[src/lra_pkg.sv]
package lra_pkg;

  localparam int COORD_WIDTH        = 24;
  localparam int AFFINITY_FRAC_BITS = 16;
  localparam int FRAC_W             = 16;
  localparam int MINTOL_W           = 24;

  localparam int DW    = COORD_WIDTH + 1;
  localparam int RW    = DW;
  localparam int SUMW  = 2 * DW;
  localparam int DOTW  = 2 * DW + 1;
  localparam int TW    = (DW > MINTOL_W) ? DW : MINTOL_W;
  localparam int DENW  = DW + TW;
  localparam int EW    = ((SUMW > DENW) ? SUMW : DENW) + 1;
  localparam int QW    = AFFINITY_FRAC_BITS;
  localparam int AFW   = AFFINITY_FRAC_BITS + 1;
  localparam int CFG_DATA_W = (COORD_WIDTH > MINTOL_W) ? COORD_WIDTH : MINTOL_W;
  localparam int CFG_IDX_W  = 3;

  localparam logic [CFG_IDX_W-1:0] REG_SENSOR_X = 3'd0;
  localparam logic [CFG_IDX_W-1:0] REG_SENSOR_Y = 3'd1;
  localparam logic [CFG_IDX_W-1:0] REG_SENSOR_Z = 3'd2;
  localparam logic [CFG_IDX_W-1:0] REG_TOL_FRAC = 3'd3;
  localparam logic [CFG_IDX_W-1:0] REG_MIN_TOL  = 3'd4;

  localparam logic [FRAC_W-1:0]   TOL_FRAC_RESET = 16'd6554;
  localparam logic [MINTOL_W-1:0] MIN_TOL_RESET  = 24'd128;

endpackage

[src/lra_div_pipe.sv]
module lra_div_pipe (
  input  logic                     clk,
  input  logic                     en,
  input  logic [lra_pkg::EW-1:0]   num_in,
  input  logic [lra_pkg::EW-1:0]   den_in,
  output logic                     ge,
  output logic [lra_pkg::QW-1:0]   quo
);
  import lra_pkg::*;

  logic [EW-1:0] r_r   [QW+1];
  logic [EW-1:0] d_r   [QW+1];
  logic [QW-1:0] q_r   [QW+1];
  logic          ge_r  [QW+1];

  always_ff @(posedge clk) begin
    if (en) begin
      r_r[0]  <= num_in;
      d_r[0]  <= den_in;
      q_r[0]  <= '0;
      ge_r[0] <= (num_in >= den_in);
    end
  end

  for (genvar k = 1; k <= QW; k++) begin : g_step
    logic [EW-1:0] sh;
    logic [EW-1:0] r_nxt;
    logic          bit_nxt;

    always_comb begin
      sh = {r_r[k-1][EW-2:0], 1'b0};
      if (sh >= d_r[k-1]) begin
        r_nxt   = sh - d_r[k-1];
        bit_nxt = 1'b1;
      end else begin
        r_nxt   = sh;
        bit_nxt = 1'b0;
      end
    end

    always_ff @(posedge clk) begin
      if (en) begin
        r_r[k]  <= r_nxt;
        d_r[k]  <= d_r[k-1];
        q_r[k]  <= {q_r[k-1][QW-2:0], bit_nxt};
        ge_r[k] <= ge_r[k-1];
      end
    end
  end

  assign ge  = ge_r[QW];
  assign quo = q_r[QW];

endmodule

[config.mk]
export PLATFORM = sky130hd
export DESIGN_NAME = lra_div_pipe
export DESIGN_NICKNAME = d
export VERILOG_FILES = /design/src/lra_pkg.sv /design/src/lra_div_pipe.sv
export SDC_FILE = /design/constraint.sdc
export NUM_CORES = 2
export LEC_CHECK = 0
export BUFFER_PORTS_ARGS = -buffer_cell sky130_fd_sc_hd__buf_2
export CORE_UTILIZATION = 50
export CTS_CLUSTER_DIAMETER = 80
export DETAILED_ROUTE_END_ITERATION = 10
export PLACE_DENSITY = 0.65
export SYNTH_ARGS = -nofsm -noshare
export SYNTH_HDL_FRONTEND = slang
export SYNTH_SLANG_ARGS = --single-unit
[constraint.sdc]
create_clock -name clk -period 5 [get_ports clk]
set_input_delay 0.25 -clock clk [delete_from_list [all_inputs] [get_ports clk]]
set_output_delay 0.25 -clock clk [all_outputs]
set_load 0.1 [all_outputs]
==> impl_results.md <==
- CP Class: register to register
- TritonCTS Buffers: 201
- TritonCTS clock tree: done
- Vias: 80.12k
- Vias in the first global route: 82.78k
- Final Hold Fails: 0
- Slew margin rel.: 13.51%
- GPL Wtd Cong: 1.008
- Final instance area: 122,500 µm²
- PD cells: 625.8 nW/µm²
- Synth Area per Inst: 10.49 µm²
- Top-area cell type share of the netlist area: 48.10%
- Initial antenna violation count: 7
- Leading area contributor after synthesis: edfxtp_1
- CP arrival: 5.30 ns
- Fillers: 18.66k
- CTS max path bufs: 3
- Clock skew: 0.03891 ns
- Final setup vio count: 0
- Mapped Nets: 11.51k
- First-pass GRT wire length: 460,200 µm
- Final net count: 11.73k
- I/O Buffers: 120
- Clock Sinks: 1,769
- Synth Instances: 10.53k
- DR pass1 iterations: 7
- Chip width: 472.0 µm
- Most used flip-flop cell after synthesis: edfxtp_1
- WL/cell: 22.04 µm
- Part of the Yosys area used for sequential elements: 48.10%
- Area of the core: 219,500 µm²
- Worst Path Buf+Inv: 1
- Post-Place Cell Area: 114,900 µm²
- TNS Setup: 0 ns
- #FFs+latches synth: 1,769
- HPWL Detailed: 239,600 µm
- Num rows: 172
- Clock Pin Slew Worst Setup and Hold Paths: 0.06 ns
- Via density: 5.807
- Synth cell types: 98
- Remaining DRCs: 0
- Place WS: 0.3670 ns
- CTS H-tree depth: 4
- Fmax: 212.8 MHz
- Crit path required time: 5.60 ns
- Global route total overflow: 0
- Routed wire length: 304,100 µm
- Outcome: finished clean
- Setup crit end kind: register
- Final worst-path cycle share: 93.98%
- CP max stage delay: 0.48 ns
- Leak pwr: 51.57 nW
- Fin util: 55.81%
- Critical-path cell list: ha_1 > and4_1 > o2111ai_1 > a21oi_1 > nand3b_1 > a31oi_1 > o211ai_1 > a41oi_1 > or3_1 > a21oi_4 > buf_12 > mux2_1
- Root Driver: clkbuf_16
- Worst Setup Start Kind: register
- Fin crit period: 4.699 ns
- IO Pins: 121
- Worst slew pin tran: 1.265 ns
- CP Max Fanout: 38
- Global-route usage over all layers: 26.83%
- Max-cap violation count: 0
- Clk Latency, worst-skew pair: 0.86 ns
- Yosys Warn Count: 0
- RSZ-0062 raised after global routing: no
- Area Growth Syn to Fin: 10.92%
- Reg area: 53,120 µm²
- Final worst slack: 0.3008 ns
- Multi-input logic area: 51,770 µm²
- Antenna Nets Post-Route: 0
- Synth Cell Area: 110,400 µm²
- Pins over their slew limit: 0
- Starting Density: 50.31%
- Die height: 472.0 µm
- Area of the die: 222,800 µm²
- Layout cells sized above 1: 9.358%
- Async SR Flop Fraction: 0%
- Max VDD drop: 0.0003906 V
- 1st-iter DRT viols: 4,555
- Synth top area cells: edfxtp_1 48%, ha_1 9.8%, a21oi_1 4.4%
- Hold Crit Class: input pin to register
- Worst path slowest cell: a21oi_4
- Largest net degree at the start of global routing: 146
- CTS resizes: 0
- Delay-heaviest family, CP: compound AO/OA/AOI/OAI gates
- EDFF count, synth: 1,769
-- registers in the layout (all words and copies together) (netlist names) --
| register | cells |
|---|---|
| d_r | 816 |
| ge_r | 17 |
| q_r | 136 |
| r_r | 800 |
-- routing by layer --
layer | part of all wire (%) | global-route usage [%] | vias up | routed length (µm)
met5 | 0 | 0 | - | 0
met4 | 8.8 | 21.24 | 0 | 26680
met3 | 2.8 | 2.598 | 938 | 8510
met2 | 55 | 53.54 | 2170 | 166600
met1 | 34 | 24.23 | 37940 | 102300
li1 | - | - | 39070 | -
-- synth_stat cells, drive strengths merged, types with 141 or more instances --
master and number:
o21bai 153, clkbuf 327, nand4 225, nor2 547, nor3 141, xor2 247
a21o 535, mux2 382, nand2 753, nand3 194, ha 866, a21oi 965
o21ai 650, inv 1065, edfxtp 1769, xnor2 405
-- layout make-up --
class                           count  share of cell area, %
Multi-Input combinational cell   7290                  42.26
Antenna cell                       16                0.03268
Clock buffer                      243                  4.252
Sequential cell                  1769                  43.36
Inverter                         1066                  3.270
Clock inverter                    122                  1.073
Timing Repair Buffer              420                  2.815
Tap cell                         2871                  2.932
-- layout by cell type (no fill, tap or decap), types with 247 or more instances in the layout --
cell / Yosys / final
xor2_1: 247 / 247
a21o_1: 535 / 535
ha_1: 866 / 866
nor2_1: 546 / 545
o21ai_0: 637 / 637
edfxtp_1: 1769 / 1769
a21oi_1: 963 / 962
xnor2_1: 405 / 405
nand2_1: 753 / 753
inv_1: 1061 / 1060
mux2_2: 296 / 296
-- worst register-to-register path, stage by stage, from the launching register on --
cell       delay (ns)
edfxtp_1         0.38
ha_1             0.39
and4_1           0.31
o2111ai_1        0.13
a21oi_1          0.23
nand3b_1         0.36
a31oi_1          0.37
o211ai_1         0.42
a41oi_1          0.22
or3_1            0.44
a21oi_4          0.48
buf_12           0.31
mux2_1           0.42
-- report_power, final --
part / total, mW / internal, mW / switching [mW] / leakage [nW]
clock network: 14.5 / 8.43 / 6.12 / 3.16
logic: 38.5 / 15.7 / 22.8 / 31.1
registers: 23.7 / 21.6 / 2.08 / 17.3
total: 76.7 / 45.7 / 31.0 / 51.6
-- what timing repair did --
action                                 4_1_cts  5_1_grt
endpoints found under the hold margin      142        0
setup buffers                                0        0
hold buffers                               102        0
-- cells by family after synthesis --
kind of cell / Yosys count / share of synthesized area (%)
AO/OA/AOI/OAI: 2986 / 17.03
XOR/XNOR: 652 / 5.171
adder cells (fa/ha/maj): 881 / 10.08
buffers and inverters: 1467 / 5.163
flip-flops: 1769 / 48.10
multiplexers: 401 / 4.196
AND/OR/NAND/NOR: 2370 / 10.26
-- path summary, 6_finish.rpt --
kind               start           to  slack [ns]  cells past startpoint
min           den_in[42]   d_r[0][42]        0.12                      2
max          r_r[0][214]  r_r[0][266]        0.30                     12
max reg2reg  r_r[0][214]  r_r[0][266]        0.30                     12
min reg2reg  q_r[0][180]  q_r[0][197]        0.41                      0
-- through the flow --
stage               std cells  power [mW]  hold WS, ns
floorplan               10530       50.34       0.3489
global placement        13310       61.36       0.4001
detailed placement      13310       61.71       0.4045
CTS                     13780       76.67      0.02323
global route            13790       81.34      0.07630
finish                  13800       76.66       0.1159
(Power assumes the default switching activity.)
