**src/lra_pkg.sv**
```systemverilog
package lra_pkg;

  localparam int COORD_WIDTH        = 24;
  localparam int AFFINITY_FRAC_BITS = 16;
  localparam int FRAC_W             = 16;
  localparam int MINTOL_W           = 24;

  localparam int DW    = COORD_WIDTH + 1;
  localparam int RW    = DW;
  localparam int SUMW  = 2 * DW;
  localparam int DOTW  = 2 * DW + 1;
  localparam int TW    = (DW > MINTOL_W) ? DW : MINTOL_W;
  localparam int DENW  = DW + TW;
  localparam int EW    = ((SUMW > DENW) ? SUMW : DENW) + 1;
  localparam int QW    = AFFINITY_FRAC_BITS;
  localparam int AFW   = AFFINITY_FRAC_BITS + 1;
  localparam int CFG_DATA_W = (COORD_WIDTH > MINTOL_W) ? COORD_WIDTH : MINTOL_W;
  localparam int CFG_IDX_W  = 3;

  localparam logic [CFG_IDX_W-1:0] REG_SENSOR_X = 3'd0;
  localparam logic [CFG_IDX_W-1:0] REG_SENSOR_Y = 3'd1;
  localparam logic [CFG_IDX_W-1:0] REG_SENSOR_Z = 3'd2;
  localparam logic [CFG_IDX_W-1:0] REG_TOL_FRAC = 3'd3;
  localparam logic [CFG_IDX_W-1:0] REG_MIN_TOL  = 3'd4;

  localparam logic [FRAC_W-1:0]   TOL_FRAC_RESET = 16'd6554;
  localparam logic [MINTOL_W-1:0] MIN_TOL_RESET  = 24'd128;

endpackage

```
**src/lra_sqrt_pipe.sv**
```systemverilog
module lra_sqrt_pipe (
  input  logic                       clk,
  input  logic                       en,
  input  logic [lra_pkg::SUMW-1:0]   x_in,
  output logic [lra_pkg::RW-1:0]     root
);
  import lra_pkg::*;

  logic [SUMW-1:0] x_r   [RW];
  logic [SUMW-1:0] res_r [RW];

  for (genvar k = 0; k < RW; k++) begin : g_stage
    localparam logic [SUMW-1:0] ONE = SUMW'(1) << (2 * (RW - 1 - k));
    logic [SUMW-1:0] x_cur, res_cur, trial, x_nxt, res_nxt;

    if (k == 0) begin : g_first
      assign x_cur   = x_in;
      assign res_cur = '0;
    end else begin : g_rest
      assign x_cur   = x_r[k-1];
      assign res_cur = res_r[k-1];
    end

    always_comb begin
      trial = res_cur + ONE;
      if (x_cur >= trial) begin
        x_nxt   = x_cur - trial;
        res_nxt = (res_cur >> 1) + ONE;
      end else begin
        x_nxt   = x_cur;
        res_nxt = res_cur >> 1;
      end
    end

    always_ff @(posedge clk) begin
      if (en) begin
        x_r[k]   <= x_nxt;
        res_r[k] <= res_nxt;
      end
    end
  end

  assign root = res_r[RW-1][RW-1:0];

endmodule

```
**config.mk**
```make
export PLATFORM = sky130hd
export DESIGN_NAME = lra_sqrt_pipe
export DESIGN_NICKNAME = d
export VERILOG_FILES = /design/src/lra_pkg.sv /design/src/lra_sqrt_pipe.sv
export SDC_FILE = /design/constraint.sdc
export NUM_CORES = 2
export LEC_CHECK = 0
export BUFFER_PORTS_ARGS = -buffer_cell sky130_fd_sc_hd__buf_2
export CORE_MARGIN = 2
export CORE_UTILIZATION = 30
export CTS_BUF_LIST = sky130_fd_sc_hd__clkbuf_8
export CTS_CLUSTER_SIZE = 10
export DETAILED_ROUTE_END_ITERATION = 16
export PLACE_DENSITY = 0.43
export SKIP_LAST_GASP = 1
export SYNTH_ARGS = -nofsm -noshare
export SYNTH_HDL_FRONTEND = slang
export SYNTH_SLANG_ARGS = --single-unit
```
**constraint.sdc**
```tcl
create_clock -name clk -period 6 [get_ports clk]
set_input_delay 1.2 -clock clk [delete_from_list [all_inputs] [get_ports clk]]
set_output_delay 1.2 -clock clk [all_outputs]
set_load 0.01 [all_outputs]
```
==> results.tsv <==
metric	value	unit
largest net degree at the start of global routing	162	
number of global-route vias before repair	46205	
area of the multi-input gates	24800	um^2
die extent in x	495	um
FFs w/ async S/R, synth	0	
Gates resized, CTS repair	0	
Die H	495	um
Antenna Nets Post-Route	0	
postcts setup bufs	0	
final worst-path cycle share	0.697	
largest cells by area after synthesis	edfxtp_1, ha_1, xnor2_1, xor2_1, a21oi_1	
placed cells	8912	
Slew Limit Fails	0	
Peak VDD IR	0.222	mV
min-delay worst type	in -> reg	
Setup Skew	0.127	ns
Commonest cells post-synth	edfxtp_1, inv_1, nor2_1	
Mapped Area	72400	um^2
FF-to-FF setup slack	1.82	ns
fraction of layout cells with a size suffix above 1	0.0937	
Critical Path AT	4.84	ns
Post-Syn Nets	6101	
maxcap violations	0	
Overflow after GRT	0	
hpwl dp	134000	um
Synth cell types	95	
register area	45800	um^2
Hold Path Sink	x_r[0][8]$_DFFE_PP_	
area leader, netlist	edfxtp_1	
CP cell instances	ha_1 > nor2b_1 > o21ai_0 > nand2b_1 > a311oi_1 > o31ai_1 > a211oi_4 > buf_4 > a211oi_1 > nand4b_1 > xnor2_1	
DR pass1 iterations	5	
RePlAce Congestion	0.840	
DR vias	45142	
Iteration-0 DRC Markers	2700	
CTS H-tree lvls	5	
Worst-Skew Late Latency	1.01	ns
post-DR vias/cell	4.80	
Worst R2R End	x_r[1][98]$_DFFE_PP_	
Final #Nets	6421	
#FFs+latches synth	1525	
unrepaired setup endpoints after global routing	false	
Core Area	240000	um^2
clk sinks	1525	
GRT Util Overall	0.146	
Top FF cell, synth	edfxtp_1	
final core utilization	0.342	
Slew HR	0.206	
buffer levels on the longest clock path	4	
# IOs	77	
Max Fclk	239	MHz
CP max-delay cell	o31ai_1	
DRC errors left	0	
cell count after synthesis	5703	
sequential share of the synthesized area	0.632	
Worst path top cell family by delay	compound AO/OA/AOI/OAI gates	
Critical Path End Type	register	
PwrDens	360	nW/um^2
first-pass GRT wire length	278000	um
hold path startpoint	x_in[8]	
final setup fails	0	
Max FO, Critical Path	37	
hold depth	1	
IO Port Bufs	76	
Initial Util	0.301	
minimum clock period	4.18	ns
initial antenna violation count	3	
worst r2r path cells	11	
Setup CP Type	reg -> reg	
Final Hold Fails	0	
Critical Path RT	6.66	ns
TritonCTS Buffers	294	
drt wl/cell	19.2	um
Non-Filler Instances	9410	
YS warnings	0	
number of flops mapped to enable cells by yosys	1525	
RR Startpoint	x_r[1][16]$_DFFE_PP_	
Area Growth Syn to Fin	13.5	%
critical path launch point type	register	
WL final	181000	um
CTS Root Cell	clkbuf_8	
share of the synthesized area in the top cell type	0.632	
syn_area_per_cell	12.7	um^2
CTS tree	built	
Fin Setup TNS	0	ns
cell with the most instances after synthesis	edfxtp_1	
fill count	23635	
outcome	finished clean	
# hold bufs at CTS	0	
LEAKAGE	30.6	nW
clk slew on worst S/H paths	0.06	ns
Critical path buffers and inverters	1	
slowest cell delay on critical path	0.94	ns
FP Rows	180	
DIE AREA	245000	um^2
Least-Margin Pin Slew	1.19	ns
cells by family after synthesis:
kind of cell,after synthesis,share of synthesized area
and+or+nand+nor,1732,0.123
buffers and inverters,507,0.0265
adders and majority gates,346,0.0598
DFF,1525,0.632
muxes,70,0.0107
xor gates and xnor gates,516,0.0624
AOI/OAI and AO/OA,1007,0.0851
cells in the final DEF (no fill, tap or decap), types with 22 or more instances in the layout:
master / Yosys / routed
nand3_1: 93 / 93
clkinv_1: 1 / 71
ha_1: 346 / 346
a21oi_1: 360 / 360
o21ai_0: 258 / 257
a31oi_1: 24 / 24
o21bai_1: 24 / 23
buf_4: 0 / 33
nor3_1: 171 / 170
edfxtp_1: 1525 / 1525
a211oi_1: 35 / 35
or3_1: 48 / 48
nor4b_1: 24 / 24
inv_1: 409 / 483
or4_1: 33 / 33
nor2_1: 399 / 399
clkbuf_8: 0 / 303
nand2b_1: 89 / 89
o21a_1: 53 / 53
and2_1: 23 / 23
a21o_1: 89 / 89
or2_2: 22 / 22
nand4_1: 90 / 90
buf_2: 2 / 75
xnor2_1: 274 / 274
nor2b_1: 50 / 50
and3_1: 33 / 33
o211ai_1: 24 / 24
clkinv_2: 0 / 30
mux2_2: 58 / 58
nand2_1: 368 / 368
o31ai_1: 26 / 26
nor4_1: 200 / 197
xor2_1: 242 / 242
layout make-up:
class                      count  share of cell area
antenna                        3           0.0000913
clock buffer                 303              0.0507
clock inverter               192              0.0131
inverter                     411              0.0188
multi-input combinational   3671               0.301
sequential                  1525               0.557
tap                         3185              0.0485
timing repair buffer         120              0.0105
worst register-to-register path, stage by stage, from the launching register on:
cell and delay [ns]:
edfxtp_1 0.39, ha_1 0.39, nor2b_1 0.15, o21ai_0 0.07
nand2b_1 0.18, a311oi_1 0.22, o31ai_1 0.94, a211oi_4 0.11
buf_4 0.30, a211oi_1 0.74, nand4b_1 0.21, xnor2_1 0.18
power by group:
group | internal [mW] | total, mW | switching (mW)
Sequential | 13.4 | 14.6 | 1.10
Combinational | 2.26 | 5.51 | 3.25
Clock | 5.12 | 9.51 | 4.39
sequential cells by signal, summed over array words and instances (netlist names):
signal,cells
x_r,1200
res_r,325
worst max path at each step:
stage	startpoint	to	cells after the start
2_1_floorplan	x_r[1][177]$_DFFE_PP_	x_r[1][239]$_DFFE_PP_	12
3_3_place_gp	res_r[9][29]$_DFFE_PP_	x_r[1][199]$_DFFE_PP_	11
3_5_place_dp	x_r[0][769]$_DFFE_PP_	x_r[1][21]$_DFFE_PP_	10
4_1_cts	x_r[0][769]$_DFFE_PP_	x_r[1][22]$_DFFE_PP_	9
5_1_grt	x_r[0][769]$_DFFE_PP_	x_r[1][18]$_DFFE_PP_	10
6_report	x_r[1][16]$_DFFE_PP_	x_r[1][98]$_DFFE_PP_	11
through the flow:
| step | instance area (um^2) | total power, mW | worst slack (ns) | hold slack (ns) |
|---|---|---|---|---|
| final | 82200 | 29.6 | 1.82 | 0.358 |
| after global placement | 76900 | 20.3 | 1.35 | 0.429 |
| after global routing | 82200 | 31.2 | 1.45 | 0.259 |
| after floorplan | 72400 | 18.2 | 2.78 | 0.417 |
| after CTS | 82200 | 30.0 | 1.68 | 0.233 |
| after detailed placement | 77000 | 20.3 | 1.72 | 0.433 |
routing by layer:
| metal | share of wire | GRT usage |
|---|---|---|
| met1 | 0.41 | 0.172 |
| met3 | 0.033 | 0.0225 |
| met4 | 0.029 | 0.0497 |
| met2 | 0.52 | 0.269 |
| met5 | 0 | 0 |
(Power assumes the default switching activity.)
